### config.mk
export PLATFORM = sky130hd
export DESIGN_NAME = pd_line_follower_step
export DESIGN_NICKNAME = d
export VERILOG_FILES = /design/src/pdlf_pkg.sv /design/src/pd_line_follower_step.sv /design/src/pdlf_lane.sv /design/src/pdlf_merge.sv /design/src/pdlf_drive.sv
export VERILOG_INCLUDE_DIRS = /design/src /design/src/src
export SDC_FILE = /design/constraint.sdc
export NUM_CORES = 1
export LEC_CHECK = 0
export ABC_AREA = 1
export BUFFER_PORTS_ARGS = -buffer_cell sky130_fd_sc_hd__buf_2
export CORE_AREA = 5 5 211 295
export CTS_BUF_LIST = sky130_fd_sc_hd__clkbuf_16
export DETAILED_ROUTE_END_ITERATION = 16
export DIE_AREA = 0 0 216 300
export MAX_ROUTING_LAYER = met4
export PLACE_DENSITY = 0.67
export SKIP_LAST_GASP = 1
export SLEW_MARGIN = 10
export SYNTH_ARGS = -nofsm -noshare
export SYNTH_HDL_FRONTEND = slang
export SYNTH_HIERARCHICAL = 1
export SYNTH_SLANG_ARGS = --single-unit
### constraint.sdc
create_clock -name i_clk -period 7.3 [get_ports i_clk]
set_input_delay 0.365 -clock i_clk [delete_from_list [all_inputs] [get_ports i_clk]]
set_output_delay 0.365 -clock i_clk [all_outputs]
set_load 0.02 [all_outputs]
### src/pd_line_follower_step_defines.svh
// Assertion macros for the PD line follower step block.
// Used by the top level; expects i_clk and i_rst_n in the including scope.
`ifndef PD_LINE_FOLLOWER_STEP_DEFINES_SVH
`define PD_LINE_FOLLOWER_STEP_DEFINES_SVH
`ifndef SYNTHESIS
`define PDLF_ASSERT_IMP(lbl, ante, cons, msg) \
    lbl: assert property (@(posedge i_clk) disable iff (!i_rst_n) (ante) |-> (cons)) \
        else $error(msg);
`define PDLF_ASSERT_NXT(lbl, ante, cons, msg) \
    lbl: assert property (@(posedge i_clk) disable iff (!i_rst_n) (ante) |=> (cons)) \
        else $error(msg);
`else
`define PDLF_ASSERT_IMP(lbl, ante, cons, msg)
`define PDLF_ASSERT_NXT(lbl, ante, cons, msg)
`endif
`endif

### src/pdlf_pkg.sv
// Shared types, widths and codes for the PD line follower step block.
// No dependencies.
package pdlf_pkg;

    localparam int unsigned SENSOR_COUNT = 8;
    localparam int unsigned SAMPLE_W     = 10;
    localparam int unsigned POS_W        = 13;
    localparam int unsigned CNT_W        = $clog2(SENSOR_COUNT + 1);
    localparam int unsigned BCOUNT_W     = 4;
    localparam int unsigned ACTION_W     = 2;
    localparam int unsigned GAIN_W       = 10;
    localparam int unsigned DUTY_W       = 8;
    localparam int unsigned ERR_W        = 14;
    localparam int unsigned DIFF_W       = 15;
    localparam int unsigned P_W          = 25;
    localparam int unsigned D_W          = 26;
    localparam int unsigned SUM_W        = 27;
    localparam int unsigned FRAC_W       = 8;
    localparam int unsigned CORR_W       = SUM_W - FRAC_W;
    localparam int unsigned SPEED_W      = CORR_W + 1;

    localparam int unsigned S_TDATA_RAW  = SENSOR_COUNT * SAMPLE_W + POS_W;
    localparam int unsigned S_TDATA_W    = ((S_TDATA_RAW + 7) / 8) * 8;
    localparam int unsigned M_TDATA_W    = 24;

    localparam int unsigned APB_ADDR_W   = 5;
    localparam int unsigned APB_DATA_W   = 32;

    localparam int unsigned VICTORY_ABOVE = 4;
    localparam int unsigned STOP_AT       = 4;
    localparam int unsigned PD_AT         = 2;

    typedef enum logic [ACTION_W-1:0] {
        ACT_HOLD    = 2'd0,
        ACT_STOP    = 2'd1,
        ACT_VICTORY = 2'd2,
        ACT_DRIVE   = 2'd3
    } t_action;

    typedef enum logic [2:0] {
        REG_THRESH = 3'd0,
        REG_CENTER = 3'd1,
        REG_BASE   = 3'd2,
        REG_KP     = 3'd3,
        REG_KD     = 3'd4,
        REG_LMAX   = 3'd5,
        REG_RMAX   = 3'd6,
        REG_NONE   = 3'd7
    } t_reg_idx;

    typedef struct packed {
        t_action          action;
        logic [CNT_W-1:0] count;
    } t_merge_res;

    typedef struct packed {
        logic              rev;
        logic [DUTY_W-1:0] duty;
    } t_motor;

endpackage

### src/pd_line_follower_step.sv
// Channel   Dir  Handshake             Payload
// s_axis    in   tvalid/tready         sensor_0..7 (10b each), line_position (13b)
// m_axis    out  tvalid/tready         action, black_count, left/right reverse+duty
// apb       in   psel/penable/pwrite   7 config registers at 4*index
//
// One item per cycle sustained while m_axis is not stalled; each result passes through the
// lane compare/merge, gain multiply, correction and drive/output registers in turn.
// previous_error updates at acceptance of a PD item, so back-to-back PD items see it at once.
// Synchronous active-low reset clears valids and previous_error and loads config defaults.
// Each stage loads when empty or when the next one moves, so bubbles close
// while m_axis is stalled; input stalls only with all four stages full.
//
// Top level of the PD line follower step block.
// Depends on pdlf_pkg, pdlf_lane, pdlf_merge, pdlf_drive and the defines header.
`include "pd_line_follower_step_defines.svh"

module pd_line_follower_step (
    input  logic                              i_clk,
    input  logic                              i_rst_n,
    // stream in
    input  logic                              s_axis_tvalid,
    output logic                              s_axis_tready,
    // [9:0] sensor_0 ... [79:70] sensor_7, [92:80] line_position, [95:93] zero
    input  logic [pdlf_pkg::S_TDATA_W-1:0]    s_axis_tdata,
    // stream out
    output logic                              m_axis_tvalid,
    input  logic                              m_axis_tready,
    // [1:0] action, [5:2] black_count, [6] left_reverse, [14:7] left_duty,
    // [15] right_reverse, [23:16] right_duty
    output logic [pdlf_pkg::M_TDATA_W-1:0]    m_axis_tdata,
    // APB config
    input  logic                              psel,
    input  logic                              penable,
    input  logic                              pwrite,
    input  logic [pdlf_pkg::APB_ADDR_W-1:0]   paddr,
    input  logic [pdlf_pkg::APB_DATA_W-1:0]   pwdata,
    output logic [pdlf_pkg::APB_DATA_W-1:0]   prdata,
    output logic                              pready
);

    // ---------------- configuration registers ----------------
    logic [pdlf_pkg::SAMPLE_W-1:0] r_thresh;
    logic [pdlf_pkg::POS_W-1:0]    r_center;
    logic [pdlf_pkg::DUTY_W-1:0]   r_base;
    logic [pdlf_pkg::GAIN_W-1:0]   r_kp;
    logic [pdlf_pkg::GAIN_W-1:0]   r_kd;
    logic [pdlf_pkg::DUTY_W-1:0]   r_lmax;
    logic [pdlf_pkg::DUTY_W-1:0]   r_rmax;

    pdlf_pkg::t_reg_idx w_reg_idx;
    logic               w_cfg_wr;

    assign pready    = 1'b1;
    assign w_reg_idx = pdlf_pkg::t_reg_idx'(paddr[pdlf_pkg::APB_ADDR_W-1:2]);
    assign w_cfg_wr  = psel & penable & pwrite & pready;

    always_ff @(posedge i_clk) begin
        if (!i_rst_n) begin
            r_thresh <= pdlf_pkg::SAMPLE_W'(600);
            r_center <= pdlf_pkg::POS_W'(3500);
            r_base   <= pdlf_pkg::DUTY_W'(150);
            r_kp     <= pdlf_pkg::GAIN_W'(128);
            r_kd     <= pdlf_pkg::GAIN_W'(512);
            r_lmax   <= pdlf_pkg::DUTY_W'(245);
            r_rmax   <= pdlf_pkg::DUTY_W'(255);
        end else if (w_cfg_wr) begin
            case (w_reg_idx)
                pdlf_pkg::REG_THRESH: r_thresh <= pwdata[pdlf_pkg::SAMPLE_W-1:0];
                pdlf_pkg::REG_CENTER: r_center <= pwdata[pdlf_pkg::POS_W-1:0];
                pdlf_pkg::REG_BASE:   r_base   <= pwdata[pdlf_pkg::DUTY_W-1:0];
                pdlf_pkg::REG_KP:     r_kp     <= pwdata[pdlf_pkg::GAIN_W-1:0];
                pdlf_pkg::REG_KD:     r_kd     <= pwdata[pdlf_pkg::GAIN_W-1:0];
                pdlf_pkg::REG_LMAX:   r_lmax   <= pwdata[pdlf_pkg::DUTY_W-1:0];
                pdlf_pkg::REG_RMAX:   r_rmax   <= pwdata[pdlf_pkg::DUTY_W-1:0];
                default: ;
            endcase
        end
    end

    always_comb begin
        case (w_reg_idx)
            pdlf_pkg::REG_THRESH: prdata = pdlf_pkg::APB_DATA_W'(r_thresh);
            pdlf_pkg::REG_CENTER: prdata = pdlf_pkg::APB_DATA_W'(r_center);
            pdlf_pkg::REG_BASE:   prdata = pdlf_pkg::APB_DATA_W'(r_base);
            pdlf_pkg::REG_KP:     prdata = pdlf_pkg::APB_DATA_W'(r_kp);
            pdlf_pkg::REG_KD:     prdata = pdlf_pkg::APB_DATA_W'(r_kd);
            pdlf_pkg::REG_LMAX:   prdata = pdlf_pkg::APB_DATA_W'(r_lmax);
            pdlf_pkg::REG_RMAX:   prdata = pdlf_pkg::APB_DATA_W'(r_rmax);
            default:              prdata = '0;
        endcase
    end

    // ---------------- pipeline flow control ----------------
    logic r_v0, r_v1, r_v2, r_v3;
    logic w_rdy0, w_rdy1, w_rdy2, w_rdy3;
    logic w_acc;

    assign w_rdy3        = !r_v3 || m_axis_tready;
    assign w_rdy2        = !r_v2 || w_rdy3;
    assign w_rdy1        = !r_v1 || w_rdy2;
    assign w_rdy0        = !r_v0 || w_rdy1;
    assign s_axis_tready = w_rdy0;
    assign w_acc         = s_axis_tvalid && w_rdy0;
    assign m_axis_tvalid = r_v3;

    always_ff @(posedge i_clk) begin
        if (!i_rst_n) begin
            r_v0 <= 1'b0;
            r_v1 <= 1'b0;
            r_v2 <= 1'b0;
            r_v3 <= 1'b0;
        end else begin
            if (w_rdy0) r_v0 <= s_axis_tvalid;
            if (w_rdy1) r_v1 <= r_v0;
            if (w_rdy2) r_v2 <= r_v1;
            if (w_rdy3) r_v3 <= r_v2;
        end
    end

    // ---------------- stage 0: lanes, merge, error ----------------
    logic [pdlf_pkg::SENSOR_COUNT-1:0] w_black;
    pdlf_pkg::t_merge_res              w_merge;

    for (genvar g = 0; g < pdlf_pkg::SENSOR_COUNT; g++) begin : g_lane
        pdlf_lane u_lane (
            .i_sample    (s_axis_tdata[g*pdlf_pkg::SAMPLE_W +: pdlf_pkg::SAMPLE_W]),
            .i_threshold (r_thresh),
            .o_black     (w_black[g])
        );
    end

    pdlf_merge u_merge (
        .i_black (w_black),
        .o_res   (w_merge)
    );

    logic        [pdlf_pkg::POS_W-1:0]  w_pos;
    logic signed [pdlf_pkg::ERR_W-1:0]  w_err;
    logic signed [pdlf_pkg::DIFF_W-1:0] w_diff;
    logic signed [pdlf_pkg::ERR_W-1:0]  r_prev_err;

    assign w_pos  = s_axis_tdata[pdlf_pkg::SENSOR_COUNT*pdlf_pkg::SAMPLE_W +: pdlf_pkg::POS_W];
    assign w_err  = $signed({1'b0, w_pos}) - $signed({1'b0, r_center});
    assign w_diff = pdlf_pkg::DIFF_W'(w_err) - pdlf_pkg::DIFF_W'(r_prev_err);

    // previous error moves only on an accepted PD transaction
    always_ff @(posedge i_clk) begin
        if (!i_rst_n) begin
            r_prev_err <= '0;
        end else if (w_acc && w_merge.action == pdlf_pkg::ACT_DRIVE) begin
            r_prev_err <= w_err;
        end
    end

    pdlf_pkg::t_action                  r_act0;
    logic        [pdlf_pkg::CNT_W-1:0]  r_cnt0;
    logic signed [pdlf_pkg::ERR_W-1:0]  r_err0;
    logic signed [pdlf_pkg::DIFF_W-1:0] r_diff0;

    always_ff @(posedge i_clk) begin
        if (w_rdy0) begin
            r_act0  <= w_merge.action;
            r_cnt0  <= w_merge.count;
            r_err0  <= w_err;
            r_diff0 <= w_diff;
        end
    end

    // ---------------- stage 1: gain multiplies ----------------
    pdlf_pkg::t_action                 r_act1;
    logic        [pdlf_pkg::CNT_W-1:0] r_cnt1;
    logic signed [pdlf_pkg::P_W-1:0]   r_p1;
    logic signed [pdlf_pkg::D_W-1:0]   r_d1;

    always_ff @(posedge i_clk) begin
        if (w_rdy1) begin
            r_act1 <= r_act0;
            r_cnt1 <= r_cnt0;
            r_p1   <= pdlf_pkg::P_W'($signed({1'b0, r_kp})) * pdlf_pkg::P_W'(r_err0);
            r_d1   <= pdlf_pkg::D_W'($signed({1'b0, r_kd})) * pdlf_pkg::D_W'(r_diff0);
        end
    end

    // ---------------- stage 2: sum, divide by 256 toward zero ----------------
    logic signed [pdlf_pkg::SUM_W-1:0] w_sum;
    logic signed [pdlf_pkg::SUM_W-1:0] w_biased;

    assign w_sum    = pdlf_pkg::SUM_W'(r_p1) + pdlf_pkg::SUM_W'(r_d1);
    // negative sums get 255 added so the arithmetic shift rounds toward zero
    assign w_biased = w_sum + (w_sum[pdlf_pkg::SUM_W-1] ?
                      pdlf_pkg::SUM_W'((1 << pdlf_pkg::FRAC_W) - 1) : pdlf_pkg::SUM_W'(0));

    pdlf_pkg::t_action                  r_act2;
    logic        [pdlf_pkg::CNT_W-1:0]  r_cnt2;
    logic signed [pdlf_pkg::CORR_W-1:0] r_corr2;

    always_ff @(posedge i_clk) begin
        if (w_rdy2) begin
            r_act2  <= r_act1;
            r_cnt2  <= r_cnt1;
            r_corr2 <= w_biased[pdlf_pkg::SUM_W-1:pdlf_pkg::FRAC_W];
        end
    end

    // ---------------- stage 3: motor drive, output register ----------------
    logic signed [pdlf_pkg::SPEED_W-1:0] w_lspeed;
    logic signed [pdlf_pkg::SPEED_W-1:0] w_rspeed;
    pdlf_pkg::t_motor                    w_lmotor;
    pdlf_pkg::t_motor                    w_rmotor;

    assign w_lspeed = pdlf_pkg::SPEED_W'($signed({2'b00, r_base}))
                    + pdlf_pkg::SPEED_W'(r_corr2);
    assign w_rspeed = pdlf_pkg::SPEED_W'($signed({2'b00, r_base}))
                    - pdlf_pkg::SPEED_W'(r_corr2);

    pdlf_drive u_drive_l (
        .i_speed (w_lspeed),
        .i_limit (r_lmax),
        .o_motor (w_lmotor)
    );

    pdlf_drive u_drive_r (
        .i_speed (w_rspeed),
        .i_limit (r_rmax),
        .o_motor (w_rmotor)
    );

    pdlf_pkg::t_action                 r_act3;
    logic        [pdlf_pkg::CNT_W-1:0] r_cnt3;
    pdlf_pkg::t_motor                  r_lmotor;
    pdlf_pkg::t_motor                  r_rmotor;

    // motor fields read zero for hold, stop and victory
    always_ff @(posedge i_clk) begin
        if (w_rdy3) begin
            r_act3 <= r_act2;
            r_cnt3 <= r_cnt2;
            if (r_act2 == pdlf_pkg::ACT_DRIVE) begin
                r_lmotor <= w_lmotor;
                r_rmotor <= w_rmotor;
            end else begin
                r_lmotor <= '0;
                r_rmotor <= '0;
            end
        end
    end

    assign m_axis_tdata = {r_rmotor.duty, r_rmotor.rev, r_lmotor.duty, r_lmotor.rev,
                           pdlf_pkg::BCOUNT_W'(r_cnt3), r_act3};

    // ---------------- assertions ----------------
    `PDLF_ASSERT_IMP(a_duty_limit,
        m_axis_tvalid && r_act3 == pdlf_pkg::ACT_DRIVE,
        r_lmotor.duty <= r_lmax && r_rmotor.duty <= r_rmax,
        "duty above its limit")
    `PDLF_ASSERT_IMP(a_idle_motors,
        m_axis_tvalid && r_act3 != pdlf_pkg::ACT_DRIVE,
        r_lmotor == '0 && r_rmotor == '0,
        "motor fields nonzero without PD drive")
    `PDLF_ASSERT_NXT(a_prev_hold,
        !(w_acc && w_merge.action == pdlf_pkg::ACT_DRIVE),
        $stable(r_prev_err),
        "previous error moved without a PD transaction")
    `PDLF_ASSERT_IMP(a_drive_count,
        r_v0 && r_act0 == pdlf_pkg::ACT_DRIVE,
        r_cnt0 == pdlf_pkg::PD_AT,
        "PD drive with wrong black count")

endmodule

### src/pdlf_lane.sv
// One sensor lane: threshold compare of a single reflectance sample.
// Depends on pdlf_pkg.
module pdlf_lane (
    input  logic [pdlf_pkg::SAMPLE_W-1:0] i_sample,
    input  logic [pdlf_pkg::SAMPLE_W-1:0] i_threshold,
    output logic                          o_black
);

    // strictly above threshold sees black
    assign o_black = (i_sample > i_threshold);

endmodule

### src/pdlf_merge.sv
// Merge stage: counts the lane hits and picks the action.
// Depends on pdlf_pkg.
module pdlf_merge (
    input  logic [pdlf_pkg::SENSOR_COUNT-1:0] i_black,
    output pdlf_pkg::t_merge_res              o_res
);

    logic [pdlf_pkg::CNT_W-1:0] w_count;

    always_comb begin
        w_count = '0;
        for (int i = 0; i < pdlf_pkg::SENSOR_COUNT; i++) begin
            w_count = w_count + pdlf_pkg::CNT_W'(i_black[i]);
        end
    end

    always_comb begin
        o_res.count = w_count;
        if (w_count > pdlf_pkg::VICTORY_ABOVE) begin
            o_res.action = pdlf_pkg::ACT_VICTORY;
        end else if (w_count == pdlf_pkg::STOP_AT) begin
            o_res.action = pdlf_pkg::ACT_STOP;
        end else if (w_count == pdlf_pkg::PD_AT) begin
            o_res.action = pdlf_pkg::ACT_DRIVE;
        end else begin
            o_res.action = pdlf_pkg::ACT_HOLD;
        end
    end

endmodule

### src/pdlf_drive.sv
// Motor drive: splits a signed speed into direction and saturated duty.
// Depends on pdlf_pkg.
module pdlf_drive (
    input  logic signed [pdlf_pkg::SPEED_W-1:0] i_speed,
    input  logic        [pdlf_pkg::DUTY_W-1:0]  i_limit,
    output pdlf_pkg::t_motor                    o_motor
);

    logic [pdlf_pkg::SPEED_W-1:0] w_mag;

    always_comb begin
        o_motor.rev = i_speed[pdlf_pkg::SPEED_W-1];
        w_mag = o_motor.rev ? pdlf_pkg::SPEED_W'(-i_speed) : pdlf_pkg::SPEED_W'(i_speed);
        if (w_mag > pdlf_pkg::SPEED_W'(i_limit)) begin
            o_motor.duty = i_limit;
        end else begin
            o_motor.duty = w_mag[pdlf_pkg::DUTY_W-1:0];
        end
    end

endmodule
Word level (Yosys, flattened, before mapping)
Cells that the tools add are included.
{"block": "op_classes", "mul": 2, "bitwise": 2, "n_addsub": 15, "n_eq_ne": 10, "mux": 9, "order_cmp": 11, "n_reduce_logical": 18}
{"operator": "one-hot mux 13 bit (7 select lines)", "count": 1}
{"operator": "greater-than comparator 10 bit", "count": 8}
{"operator": "greater-than comparator 20 x 8 -> 1 bit", "count": 2}
{"operator": "two-way mux 20 bit", "count": 2}
{"operator": "negator 20 bit", "count": 2}
{"operator": "adder 25 x 26 -> 27 bit", "count": 1}
{"operator": "adder 27 x 9 -> 27 bit", "count": 1}
{"operator": "multiplier 11 x 15 -> 26 bit", "count": 1}
{"operator": "multiplier 11 x 14 -> 25 bit", "count": 1}
{"operator": "adder 4 x 1 -> 4 bit", "count": 6}
{"operator": "two-way mux 8 bit", "count": 3}
{"operator": "adder 9 x 19 -> 20 bit", "count": 1}
{"operator": "subtractor 9 x 19 -> 20 bit", "count": 1}
{"operator": "subtractor 14 x 14 -> 15 bit", "count": 1}
{"operator": "AND reduction 2 bit", "count": 7}
{"operator": "subtractor 13 x 13 -> 14 bit", "count": 1}
{"operator": "== test 3 bit (second input constant)", "count": 3}
{"operator": "== test 3 x 2 -> 1 bit (second input constant)", "count": 2}
{"operator": "two-way mux 2 bit", "count": 3}
{"operator": "== test 2 bit (second input constant)", "count": 2}
{"operator": "== test 4 x 2 -> 1 bit (second input constant)", "count": 1}
{"operator": "== test 4 x 3 -> 1 bit (second input constant)", "count": 1}
{"operator": "greater-than comparator 4 x 3 -> 1 bit (second input constant)", "count": 1}
{"operator": "zero test 1 bit", "count": 4}
{"operator": "other kinds (6)", "count": 11}
{"block": "totals", "elab_cells": 96, "reg_bits": 226}

Logic depth before layout (Yosys ltp)
Gate-level depths: netlist (run 1).
{"block": "logic_depth", "ltp_word": 14, "ltp_mapped": 33, "ltp_nobuf": 31}

Hierarchy
Netlist (run 1), hierarchy kept.
{"module": "pd_line_follower_step", "area_per_inst_um2": 24328.3, "cells_per_inst": 3030, "n_inst": 1, "seq_area_each_um2": 5935.7}
{"module": "pdlf_lane", "area_per_inst_um2": 307.8, "cells_per_inst": 53, "n_inst": 8, "seq_area_each_um2": 0.0}
{"module": "pdlf_drive", "area_per_inst_um2": 1129.8, "cells_per_inst": 219, "n_inst": 2, "seq_area_each_um2": 0.0}
{"module": "pdlf_merge", "area_per_inst_um2": 266.5, "cells_per_inst": 45, "n_inst": 1, "seq_area_each_um2": 0.0}

Worst setup path after synthesis (run 1)
Ideal clock, no wire load.
{"block": "synth_path", "path_type": "flip-flop to flip-flop", "from": "register r_kp[4] in the netlist's numbering", "to": "register r_p1[20] in the netlist's numbering, data pin", "arrival_ns": 5.121, "setup_slack_ns": 1.914, "setup_time_ns": 0.265, "path_stages_with_launch": 22, "period_less_slack_ns": 5.386, "path_cell_list": "dfxtp_1 clkbuf_1 clkbuf_1 nand2_1 fa_1 fa_1 fa_1 inv_1 fa_1 inv_1 fa_1 inv_1 ha_1 nand2_1 nor2_1 a21oi_1 o21ai_0 inv_1 o21ai_0 a21oi_1 o21ai_0 xor2_1"}
{"block": "synth_via", "elab_chain_cells": 1}
{"element": "from (decl)", "line_no": "pd_line_follower_step.sv:45", "source": "logic [pdlf_pkg::GAIN_W-1:0] r_kp;"}
{"element": "from (signal assigned)", "line_no": "pd_line_follower_step.sv:62", "source": "r_kp <= pdlf_pkg::GAIN_W'(128);"}
{"element": "from (signal assigned)", "line_no": "pd_line_follower_step.sv:71", "source": "pdlf_pkg::REG_KP: r_kp <= pwdata[pdlf_pkg::GAIN_W-1:0];"}
{"element": "multiplier 11 x 14 -> 25 bit", "line_no": "pd_line_follower_step.sv:179", "source": "r_p1 <= pdlf_pkg::P_W'($signed({1'b0, r_kp})) * pdlf_pkg::P_W'(r_err0);"}
{"element": "to (signal assigned)", "line_no": "pd_line_follower_step.sv:179"}
{"element": "to (decl)", "line_no": "pd_line_follower_step.sv:172", "source": "logic signed [pdlf_pkg::P_W-1:0] r_p1;"}
No other way between the ends.
A chain may end at the register's enable or synchronous reset.

Final worst setup path (run 1)
{"block": "layout_path", "from": "register r_kd[3] in the netlist's numbering", "to": "register r_d1[25] in the netlist's numbering, data pin"}
{"block": "layout_via", "elab_chain_cells": 1}
{"element": "from (decl)", "line_no": "pd_line_follower_step.sv:46", "source": "logic [pdlf_pkg::GAIN_W-1:0] r_kd;"}
{"element": "from (signal assigned)", "line_no": "pd_line_follower_step.sv:63", "source": "r_kd <= pdlf_pkg::GAIN_W'(512);"}
{"element": "from (signal assigned)", "line_no": "pd_line_follower_step.sv:72", "source": "pdlf_pkg::REG_KD: r_kd <= pwdata[pdlf_pkg::GAIN_W-1:0];"}
{"element": "multiplier 11 x 15 -> 26 bit", "line_no": "pd_line_follower_step.sv:180", "source": "r_d1 <= pdlf_pkg::D_W'($signed({1'b0, r_kd})) * pdlf_pkg::D_W'(r_diff0);"}
{"element": "to (signal assigned)", "line_no": "pd_line_follower_step.sv:180"}
{"element": "to (decl)", "line_no": "pd_line_follower_step.sv:173", "source": "logic signed [pdlf_pkg::D_W-1:0] r_d1;"}
No other way between the ends.

==> results.cfg, run 1 <==
[outcome]
status = finished clean

[yosys]
async_flop_share_pct = 0
synth.avg_cell_area_um2 = 7.45
postSynthRegisterBits = 226
synth_top_cells_by_area = sky130_fd_sc_hd__fa_1 (19%), sky130_fd_sc_hd__edfxtp_1 (14%), sky130_fd_sc_hd__ha_1 (13%)
yosysUniqueCellTypes = 54
netlist.top_cell.by_area = sky130_fd_sc_hd__fa_1
synth_edf_count = 141
netlist_area_um2 = 29300
postSynthCellCount = 3937
seq_area_frac_synth_pct = 20.2
synth_warnings = 6
synthFlopType = sky130_fd_sc_hd__edfxtp_1
synth_top_cell_area_share_pct = 18.8

[critical_path]
criticalPathCategory = register to register
worstRegToRegCells = 18
setup.worst_path.end_class = register
arrival_ns = 6.37
worstPathRequired_ns = 7.59
setup.reg_to_reg.worst_slack_ns = 1.22
crit_fanout = 17
critPathLaunchType = register

[final_layout]
postLayoutCoreUtil_pct = 53.1
layout-drive-gt1-share_pct = 8.29
final_nets = 4733
antenna_cells = 0
finished_layout_cells = 4799
area_growth_syn_to_layout_pct = 7.37
finish.instance_area_um2 = 31500

[timing]
rsz0062_at_grt = no
fin_setup_tns_ns = 0
relative_max_transition_margin_pct = 29.9
finalHoldWorstSlack_ns = 0.0522
achievable-frequency_ghz = 0.164
worst_slew_pin_slew_ns = 1.05
final_max_tran_viols = 0
final.setup.worst_slack_ns = 1.22
hold_violations = 0
fin_crit_ns = 6.08
fin_skew_ns = 0.0195
setup_viol_count_final = 0
final.period_utilization_pct = 83.3

[floorplan]
num_rows = 106
chipHeight_um = 300
io_pins = 199
design.core.area_um2 = 59300
chipWidth_um = 216
start_util_pct = 49.5
dieArea_um2 = 64800

[drt]
detail_route.vias_per_cell = 5.05
routed_met1_length_mm = 28.4
routedWlPerCell_um = 15.4
dr.first_iter.drc_count = 1190
detail-route-antenna-nets = 0
drt_drc_violations_left = 0
dr.max_layer_used = met4
met3_wirelength_mm = 3.15
route.final.wire_length_mm = 74.1
first_pass_iters = 5
detailroute.wirelength.met2_mm = 39.4
dr_total_vias = 24224

[place]
io_buffer_count = 154
placed_cell_area_um2 = 30700
globalplace.congestion = 0.919
hpwl_mm = 61.9
place_worst_setup_slack_ns = 1.30
count_of_placed_standard_cells_including_taps = 4755

[power]
p_leak_nw = 17.9
largest_vdd_supply_drop_mv = 0.176
power.density_nw_per_um2 = 279
total_power_mw = 8.78

[cts]
numCtsBuffers = 24
cts.htree.levels = 1
clock_tree.buffer_depth = 3
worst_setup_hold_path_clk_slew_ns = 0.07
clock-root-buffer = sky130_fd_sc_hd__clkbuf_16
clock_latency_ns = 0.54
clock_sink_count = 226
post_cts.resized_instances = 0
cts_tree = yes
post_cts_buffers = 0
post_cts_hold_buffer_count = 0

[flow_run]
cap_violations = 0

[global_routing]
grt_max_degree = 76
grtUsageTotal_pct = 24.0
grt.overflow.total = 0
grt_pass1_wl_mm = 124
number_of_antenna_violations_at_the_first_check_in_global_routing = 0
grt_pass1_vias = 25085

[min_path]
worstHoldPathType = primary input to register
timing.hold.worst_path_depth = 3
area by class of cell:
cell class | count | area, µm²
clock inverters | 19 | 198
clock buffers | 25 | 626
fillers | 5758 | 27800
well taps | 756 | 946
inverters | 973 | 3650
multi-input cells | 2633 | 19300
flip-flops and latches | 226 | 5940
repair buffers | 167 | 868
flip-flops by register name, indices dropped and copies added (netlist names), 13 cells and up:
register,count
r_d1,26
m_axis_tdata,18
r_corr2,19
r_p1,25
r_diff0,15
r_center,13
r_err0,14
r_prev_err,14
worst max-delay path, cell delays in order, from the launching register on:
cell                      delay, ns
sky130_fd_sc_hd__dfxtp_1       0.98
sky130_fd_sc_hd__nand2_1       0.10
sky130_fd_sc_hd__inv_1         0.16
sky130_fd_sc_hd__fa_1          0.58
sky130_fd_sc_hd__fa_1          0.66
sky130_fd_sc_hd__inv_1         0.12
sky130_fd_sc_hd__fa_1          0.56
sky130_fd_sc_hd__inv_1         0.06
sky130_fd_sc_hd__fa_1          0.52
sky130_fd_sc_hd__inv_1         0.05
sky130_fd_sc_hd__fa_1          0.52
sky130_fd_sc_hd__inv_1         0.04
sky130_fd_sc_hd__ha_1          0.33
sky130_fd_sc_hd__nand2_1       0.11
sky130_fd_sc_hd__nor4_1        0.42
sky130_fd_sc_hd__nand3_1       0.17
sky130_fd_sc_hd__nand3_1       0.16
sky130_fd_sc_hd__a31oi_1       0.10
sky130_fd_sc_hd__xor2_1        0.15
power breakdown:
group          internal [mW]  switching, mW  leakage, nW
logic                   1.80           3.54         15.3
registers               1.80          0.361         2.26
clock network          0.739          0.539        0.392
total                   4.34           4.44         17.9
placed cells by master (no fill, tap or decap), types with 88 or more instances in the layout:
master	instances
sky130_fd_sc_hd__a21oi_1	166
sky130_fd_sc_hd__fa_1	275
sky130_fd_sc_hd__nand3_1	134
sky130_fd_sc_hd__ha_1	293
sky130_fd_sc_hd__edfxtp_1	141
sky130_fd_sc_hd__inv_1	958
sky130_fd_sc_hd__nand2_1	925
sky130_fd_sc_hd__o21ai_0	117
sky130_fd_sc_hd__xor2_1	88
sky130_fd_sc_hd__buf_2	154
sky130_fd_sc_hd__nor2_1	287
routing by layer:
layer  vias to the layer above  GRT usage (%)
met5                         -              -
met4                         0           9.04
met3                       204           2.18
met2                       587           45.2
met1                     11327           26.0
li1                      12106              -
cell families after synthesis:
logic type | after synthesis | synth area share (%)
adders and majority gates | 568 | 31.3
AOI/OAI and AO/OA | 392 | 7.72
xor gates and xnor gates | 142 | 4.40
DFF | 226 | 20.2
other | 2 | 0.0256
buffers and inverters | 1096 | 14.4
and+or+nand+nor | 1511 | 22.0
final timing paths:
path | start | endpoint
setup / recovery | r_kd[3] | r_d1[25]
setup reg to reg | r_kd[3] | r_d1[25]
hold / removal | pwdata[11] | r_center[11]
hold reg to reg | r_cnt2[0] | r_cnt3[0]
synthesized netlist by cell type, types with 48 or more instances:
cell type and number:
sky130_fd_sc_hd__xor2_1 88, sky130_fd_sc_hd__inv_1 959, sky130_fd_sc_hd__fa_1 275, sky130_fd_sc_hd__ha_1 293
sky130_fd_sc_hd__xnor2_1 48, sky130_fd_sc_hd__nand3_1 134, sky130_fd_sc_hd__dfxtp_1 85, sky130_fd_sc_hd__edfxtp_1 141
sky130_fd_sc_hd__nand2_1 925, sky130_fd_sc_hd__clkbuf_1 91, sky130_fd_sc_hd__a21oi_1 167, sky130_fd_sc_hd__nor2_1 287
sky130_fd_sc_hd__o21ai_0 117
Note: power is estimated with default switching activity, not from simulation.
==> inputs of run 2 (changes only) <==
==> constraint.sdc (replaced) <==
create_clock -name i_clk -period 5.7 [get_ports i_clk]
set_input_delay 0.285 -clock i_clk [delete_from_list [all_inputs] [get_ports i_clk]]
set_output_delay 0.285 -clock i_clk [all_outputs]
set_load 0.02 [all_outputs]
==> run 2 against run 1 <==
Against the previous run: via count increased by 1.5%; wire length increased by 3.0%; clock power increased by 27%; total power is 30% higher; final cell count increased by 1.7%; global-route usage is 0.36 points higher; sequential power rose by 25%; maximum frequency is 11% higher; worst hold slack worse by 0.0063 ns; clock skew rose by 0.0070 ns; critical path type unchanged; critical endpoint is now r_p1[20].
==> results.cfg, run 2 (synthesized netlist as in run 1, its figures left out) <==
[cts]
numCtsBuffers = 24
clock_latency_ns = 0.55
cts_tree = yes
cts.htree.levels = 1
clock_sink_count = 226
clock_tree.buffer_depth = 3
worst_setup_hold_path_clk_slew_ns = 0.07
clock-root-buffer = sky130_fd_sc_hd__clkbuf_16

[final_layout]
layout-drive-gt1-share_pct = 10.1
finished_layout_cells = 4881
mostFrequentLayoutCell = sky130_fd_sc_hd__inv_1
multi_input_comb_area_um2 = 19300
finish.instance_area_um2 = 32200
largest_registers = r_d1 x26, r_p1 x25, r_corr2 x19
largest_register_ffs = 26
largest-register = r_d1
register_area_um2 = 5940
fillers = 5676
final_nets = 4812
layout.cells.most_common_list = sky130_fd_sc_hd__inv_1 (961), sky130_fd_sc_hd__nand2_1 (925), sky130_fd_sc_hd__ha_1 (293)
area_growth_syn_to_layout_pct = 9.69

[floorplan]
chipWidth_um = 216
io_pins = 199
start_util_pct = 49.5
chipHeight_um = 300
design.core.area_um2 = 59300
dieArea_um2 = 64800
num_rows = 106

[global_routing]
grtUsageTotal_pct = 24.3
number_of_antenna_violations_at_the_first_check_in_global_routing = 1
grt_pass1_vias = 25295
grt_pass1_wl_mm = 125
grt_max_degree = 76
grt.overflow.total = 0

[critical_path]
worstRegToRegCells = 19
critical_path_destination = r_p1[20]
cell_chain_critical_path = nand2_1, fa_1, fa_1, fa_1, inv_1, fa_1, inv_1, fa_1, inv_1, ha_1, nand2_1, nor2_1, a21oi_1, o21ai_0, inv_1, o21ai_0, a21oi_1, o21ai_0, xor2_1
criticalPathCategory = register to register
regToRegEndpoint = r_p1[20]
critPathLaunchType = register
critPathMaxStageDelay_ns = 0.58
setup.reg_to_reg.worst_slack_ns = 0.23
crit_fanout = 13
number_of_cells_on_the_critical_path = 19
worstPathRequired_ns = 6.00
setup.worst_path.end_class = register
cp_num_buf_inv = 4
regToRegStartpoint = r_kp[4]
arrival_ns = 5.76
cp_max_delay_cell = sky130_fd_sc_hd__fa_1
critical-path-top-delay-family = adder cells
path_common_cell = sky130_fd_sc_hd__fa_1
timing.critical_path.from = r_kp[4]

[drt]
dr.first_iter.drc_count = 1275
route.final.wire_length_mm = 76.4
first_pass_iters = 7
routedWlPerCell_um = 15.6
dr_total_vias = 24581
detail_route.vias_per_cell = 5.04
detail-route-antenna-nets = 0
drt_drc_violations_left = 0

[timing]
setup_viol_count_final = 0
fin_skew_ns = 0.0264
hold_violations = 0
worst_slew_pin_slew_ns = 0.954
relative_max_transition_margin_pct = 36.4
final.period_utilization_pct = 95.9
final_max_tran_viols = 0
rsz0062_at_grt = yes
fin_crit_ns = 5.47
fin_setup_tns_ns = 0
achievable-frequency_ghz = 0.183
finalHoldWorstSlack_ns = 0.0458

[power]
p_leak_nw = 18.3
total_power_mw = 11.4
largest_vdd_supply_drop_mv = 0.228
power.density_nw_per_um2 = 354

[place]
globalplace.congestion = 0.923
count_of_placed_standard_cells_including_taps = 4824
io_buffer_count = 154
hpwl_mm = 64.1
placed_cell_area_um2 = 31200

[min_path]
worstHoldPathType = primary input to register

[flow_run]
cap_violations = 0

[outcome]
status = finished clean
==> run 2: what timing repair did <==
item,in CTS,in global routing
gates resized for setup,0,7
hold buffers,3,0
setup endpoints to repair,0,14
buffers inserted,0,7
endpoints found under the hold margin,3,0
==> run 2: worst register-to-register path, cell delays in order, from the launching register on <==
cell                      delay, ns
sky130_fd_sc_hd__dfxtp_2       0.52
sky130_fd_sc_hd__nand2_1       0.14
sky130_fd_sc_hd__fa_1          0.58
sky130_fd_sc_hd__fa_1          0.44
sky130_fd_sc_hd__fa_1          0.51
sky130_fd_sc_hd__inv_1         0.06
sky130_fd_sc_hd__fa_1          0.55
sky130_fd_sc_hd__inv_1         0.06
sky130_fd_sc_hd__fa_1          0.53
sky130_fd_sc_hd__inv_1         0.04
sky130_fd_sc_hd__ha_1          0.34
sky130_fd_sc_hd__nand2_1       0.09
sky130_fd_sc_hd__nor2_1        0.16
sky130_fd_sc_hd__a21oi_1       0.11
sky130_fd_sc_hd__o21ai_0       0.24
sky130_fd_sc_hd__inv_1         0.06
sky130_fd_sc_hd__o21ai_0       0.32
sky130_fd_sc_hd__a21oi_1       0.17
sky130_fd_sc_hd__o21ai_0       0.23
sky130_fd_sc_hd__xor2_1        0.09
==> run 2: worst min-delay path by stage <==
stage | startpoint | cells after the start | slack, ns | to
after floorplan | pwdata[7] | 2 | 0.40 | r_kp[7]
after global placement | r_cnt0[3] | 0 | 0.40 | r_cnt1[3]
after detailed placement | r_cnt2[3] | 0 | 0.40 | r_cnt3[3]
after CTS | pwdata[12] | 3 | 0.03 | r_center[12]
after global routing | pwdata[8] | 3 | 0.09 | r_center[8]
final | pwdata[12] | 3 | 0.05 | r_center[12]
==> run 2: cell type report <==
cell class                 instances  share of cell area [%]
antenna                            3                  0.0233
tap                              756                    2.94
multi-input combinational       2633                    59.9
sequential                       226                    18.5
clock buffer                      25                    1.95
inverter                         973                    11.4
timing repair buffer             246                    4.79
clock inverter                    19                   0.568
==> run 2: metrics by stage <==
step | worst slack, ns | utilization, %
after CTS | 0.0722 | 54.1
after detailed placement | 0.0638 | 52.7
after floorplan | 0.314 | -
after global placement | 0.141 | 52.7
final | 0.233 | 54.2
after global routing | -0.0282 | 54.2
==> run 2: report_power, final <==
group          internal, mW  switching (mW)
combinational          2.38            4.66
sequential             2.30           0.407
clock                 0.935           0.691
total                  5.62            5.75
==> run 2: routing by layer <==
| layer | track usage, % | wire length, µm |
|---|---|---|
| met1 | 26.2 | 29300 |
| met2 | 46.1 | 40600 |
| met3 | 1.59 | 2620 |
| met4 | 10.1 | 3820 |
| met5 | - | 0 |
==> inputs of run 3 (changes only) <==
==> constraint.sdc (replaced) <==
create_clock -name i_clk -period 5.7 [get_ports i_clk]
set_input_delay 0.285 -clock i_clk [delete_from_list [all_inputs] [get_ports i_clk]]
set_output_delay 0.285 -clock i_clk [all_outputs]
set_load 0.1 [all_outputs]
==> run 3 against run 2 <==
Against the previous run: via count decreased by 0.11%; clock skew increased by 0.0077 ns; utilization about the same; largest cell class unchanged; critical path depth unchanged; total power increased by 3.5%; clock power about the same; clock-buffer cell count unchanged; non-clock buffer count unchanged; sequential power about the same; flip-flop and latch count unchanged; maximum frequency increased by 0.47%.
==> results.cfg, run 3 (synthesized netlist as in run 1, its figures left out) <==
[drt]
route.final.wire_length_mm = 75.4
dr_total_vias = 24555
routedWlPerCell_um = 15.5
first_pass_iters = 5
detail-route-antenna-nets = 0
detail_route.vias_per_cell = 5.03
drt_drc_violations_left = 0
dr.first_iter.drc_count = 1212

[critical_path]
criticalPathCategory = register to register
worstRegToRegCells = 19
setup.worst_path.end_class = register
critPathMaxStageDelay_ns = 0.56
setup.reg_to_reg.worst_slack_ns = 0.26
regToRegStartpoint = r_err0[13]
cell_chain_critical_path = nand2_1, inv_1, fa_1, inv_1, fa_1, inv_1, fa_1, fa_1, inv_1, fa_1, inv_1, ha_1, nand2_1, nor4_1, buf_4, nand4_1, nand3_1, a31oi_1, xnor2_1
crit_fanout = 8
worstPathRequired_ns = 6.00
cp_max_delay_cell = sky130_fd_sc_hd__fa_1
regToRegEndpoint = r_p1[24]
arrival_ns = 5.74
critPathLaunchType = register

[timing]
finalHoldWorstSlack_ns = 0.0246
fin_crit_ns = 5.44
hold_violations = 0
fin_setup_tns_ns = 0
setup_viol_count_final = 0
final.period_utilization_pct = 95.5
final_max_tran_viols = 0
achievable-frequency_ghz = 0.184
relative_max_transition_margin_pct = 37.3
fin_skew_ns = 0.0341
worst_slew_pin_slew_ns = 0.939

[cts]
cts_tree = yes
clock_sink_count = 226
clock-root-buffer = sky130_fd_sc_hd__clkbuf_16
cts.htree.levels = 1
clock_latency_ns = 0.55
worst_setup_hold_path_clk_slew_ns = 0.07
numCtsBuffers = 25
clock_tree.buffer_depth = 3

[final_layout]
mostFrequentLayoutCell = sky130_fd_sc_hd__inv_1
largest_register_ffs = 26
layout-drive-gt1-share_pct = 10.2
postLayoutCoreUtil_pct = 54.2
area_growth_syn_to_layout_pct = 9.67
layout.cells.most_common_list = sky130_fd_sc_hd__inv_1 (958), sky130_fd_sc_hd__nand2_1 (925), sky130_fd_sc_hd__ha_1 (293)
final_nets = 4813
finish.instance_area_um2 = 32200
finished_layout_cells = 4880
largest-register = r_d1
largest_registers = r_d1 x26, r_p1 x25, r_corr2 x19

[min_path]
timing.hold.worst_path_depth = 3
worstHoldPathType = primary input to register
holdPathEnd = r_v0
hold_path.startpoint = s_axis_tvalid

[floorplan]
dieArea_um2 = 64800
chipWidth_um = 216
design.core.area_um2 = 59300
io_pins = 199
num_rows = 106
chipHeight_um = 300
start_util_pct = 49.5

[place]
io_buffer_count = 154
hpwl_mm = 63.6
count_of_placed_standard_cells_including_taps = 4818
globalplace.congestion = 0.937
placed_cell_area_um2 = 31200

[global_routing]
grt_pass1_vias = 24881
grtUsageTotal_pct = 24.0
grt.overflow.total = 0
grt_max_degree = 76
number_of_antenna_violations_at_the_first_check_in_global_routing = 1
grt_pass1_wl_mm = 123

[flow_run]
cap_violations = 0

[power]
largest_vdd_supply_drop_mv = 0.208
p_leak_nw = 18.3
power.density_nw_per_um2 = 366

[outcome]
status = finished clean
==> run 3: cell count changes in the layout (fill, tap and decap cells not counted), moves of 2 or more <==
cell,change
sky130_fd_sc_hd__clkinv_2,-2
sky130_fd_sc_hd__clkinvlp_4,-4
sky130_fd_sc_hd__dfxtp_1,+3
sky130_fd_sc_hd__bufinv_16,-2
sky130_fd_sc_hd__clkinv_4,+2
sky130_fd_sc_hd__clkinv_8,+2
sky130_fd_sc_hd__diode_2,-2
sky130_fd_sc_hd__dfxtp_2,-3
sky130_fd_sc_hd__inv_8,+4
sky130_fd_sc_hd__inv_6,+4
sky130_fd_sc_hd__inv_1,-3
sky130_fd_sc_hd__buf_4,+3
==> run 3: final cells by class <==
type / count / area (µm²)
timing repair buffer: 246 / 1530
multi-input combinational: 2633 / 19300
fill: 5735 / 27100
antenna: 1 / 2.50
inverter: 973 / 3650
sequential: 226 / 5940
tap: 756 / 946
clock inverter: 20 / 201
clock buffer: 25 / 626
==> run 3: through the flow <==
stage / power, mW / setup WS [ns]
5_1_grt: 12.8 / -0.0103
3_5_place_dp: 10.1 / 0.167
2_1_floorplan: 8.22 / 0.314
6_report: 11.8 / 0.258
4_1_cts: 11.8 / 0.155
3_3_place_gp: 10.0 / 0.163
==> run 3: worst max-delay path: cells and delay by family (launching register included) <==
| kind | cells | cell delay (ns) |
|---|---|---|
| adder cells (fa/ha/maj) | 6 | 3.05 |
| AO/OA/AOI/OAI | 1 | 0.11 |
| AND/OR/NAND/NOR | 5 | 0.85 |
| XOR/XNOR | 1 | 0.14 |
| flip-flops | 1 | 0.53 |
| buffers and inverters | 6 | 0.53 |
==> run 3: worst max path at each step <==
stage                           start  endpoint  slack (ns)
after floorplan               r_kp[4]  r_p1[20]        0.31
after global placement        r_kp[2]  r_p1[21]        0.16
after detailed placement   r_err0[13]  r_p1[24]        0.17
after CTS                  r_err0[13]  r_p1[24]        0.15
after global routing      r_diff0[14]  r_d1[24]       -0.01
final                      r_err0[13]  r_p1[24]        0.26
==> run 3: per-layer routing <==
| metal | vias to the layer above | routed length [µm] | GRT usage, % |
|---|---|---|---|
| met5 | - | 0 | - |
| li1 | 12258 | - | - |
| met3 | 194 | 2870 | 1.80 |
| met2 | 560 | 40000 | 45.3 |
| met1 | 11543 | 29000 | 25.9 |
| met4 | 0 | 3580 | 10.2 |
==> run 3: report_power, final <==
group | leakage, nW | total, mW | switching (mW) | internal (mW)
Clock | 0.402 | 1.64 | 0.751 | 0.885
Combinational | 15.7 | 7.45 | 5.04 | 2.40
Sequential | 2.26 | 2.69 | 0.386 | 2.30
==> run 3: timing repair <==
action / 4_1_cts / 5_1_grt
resized for setup: 0 / 6
endpoints found under the hold margin: 2 / 0
hold buffers: 2 / 0
endpoints found under the setup margin: 0 / 9
buffers inserted: 0 / 14
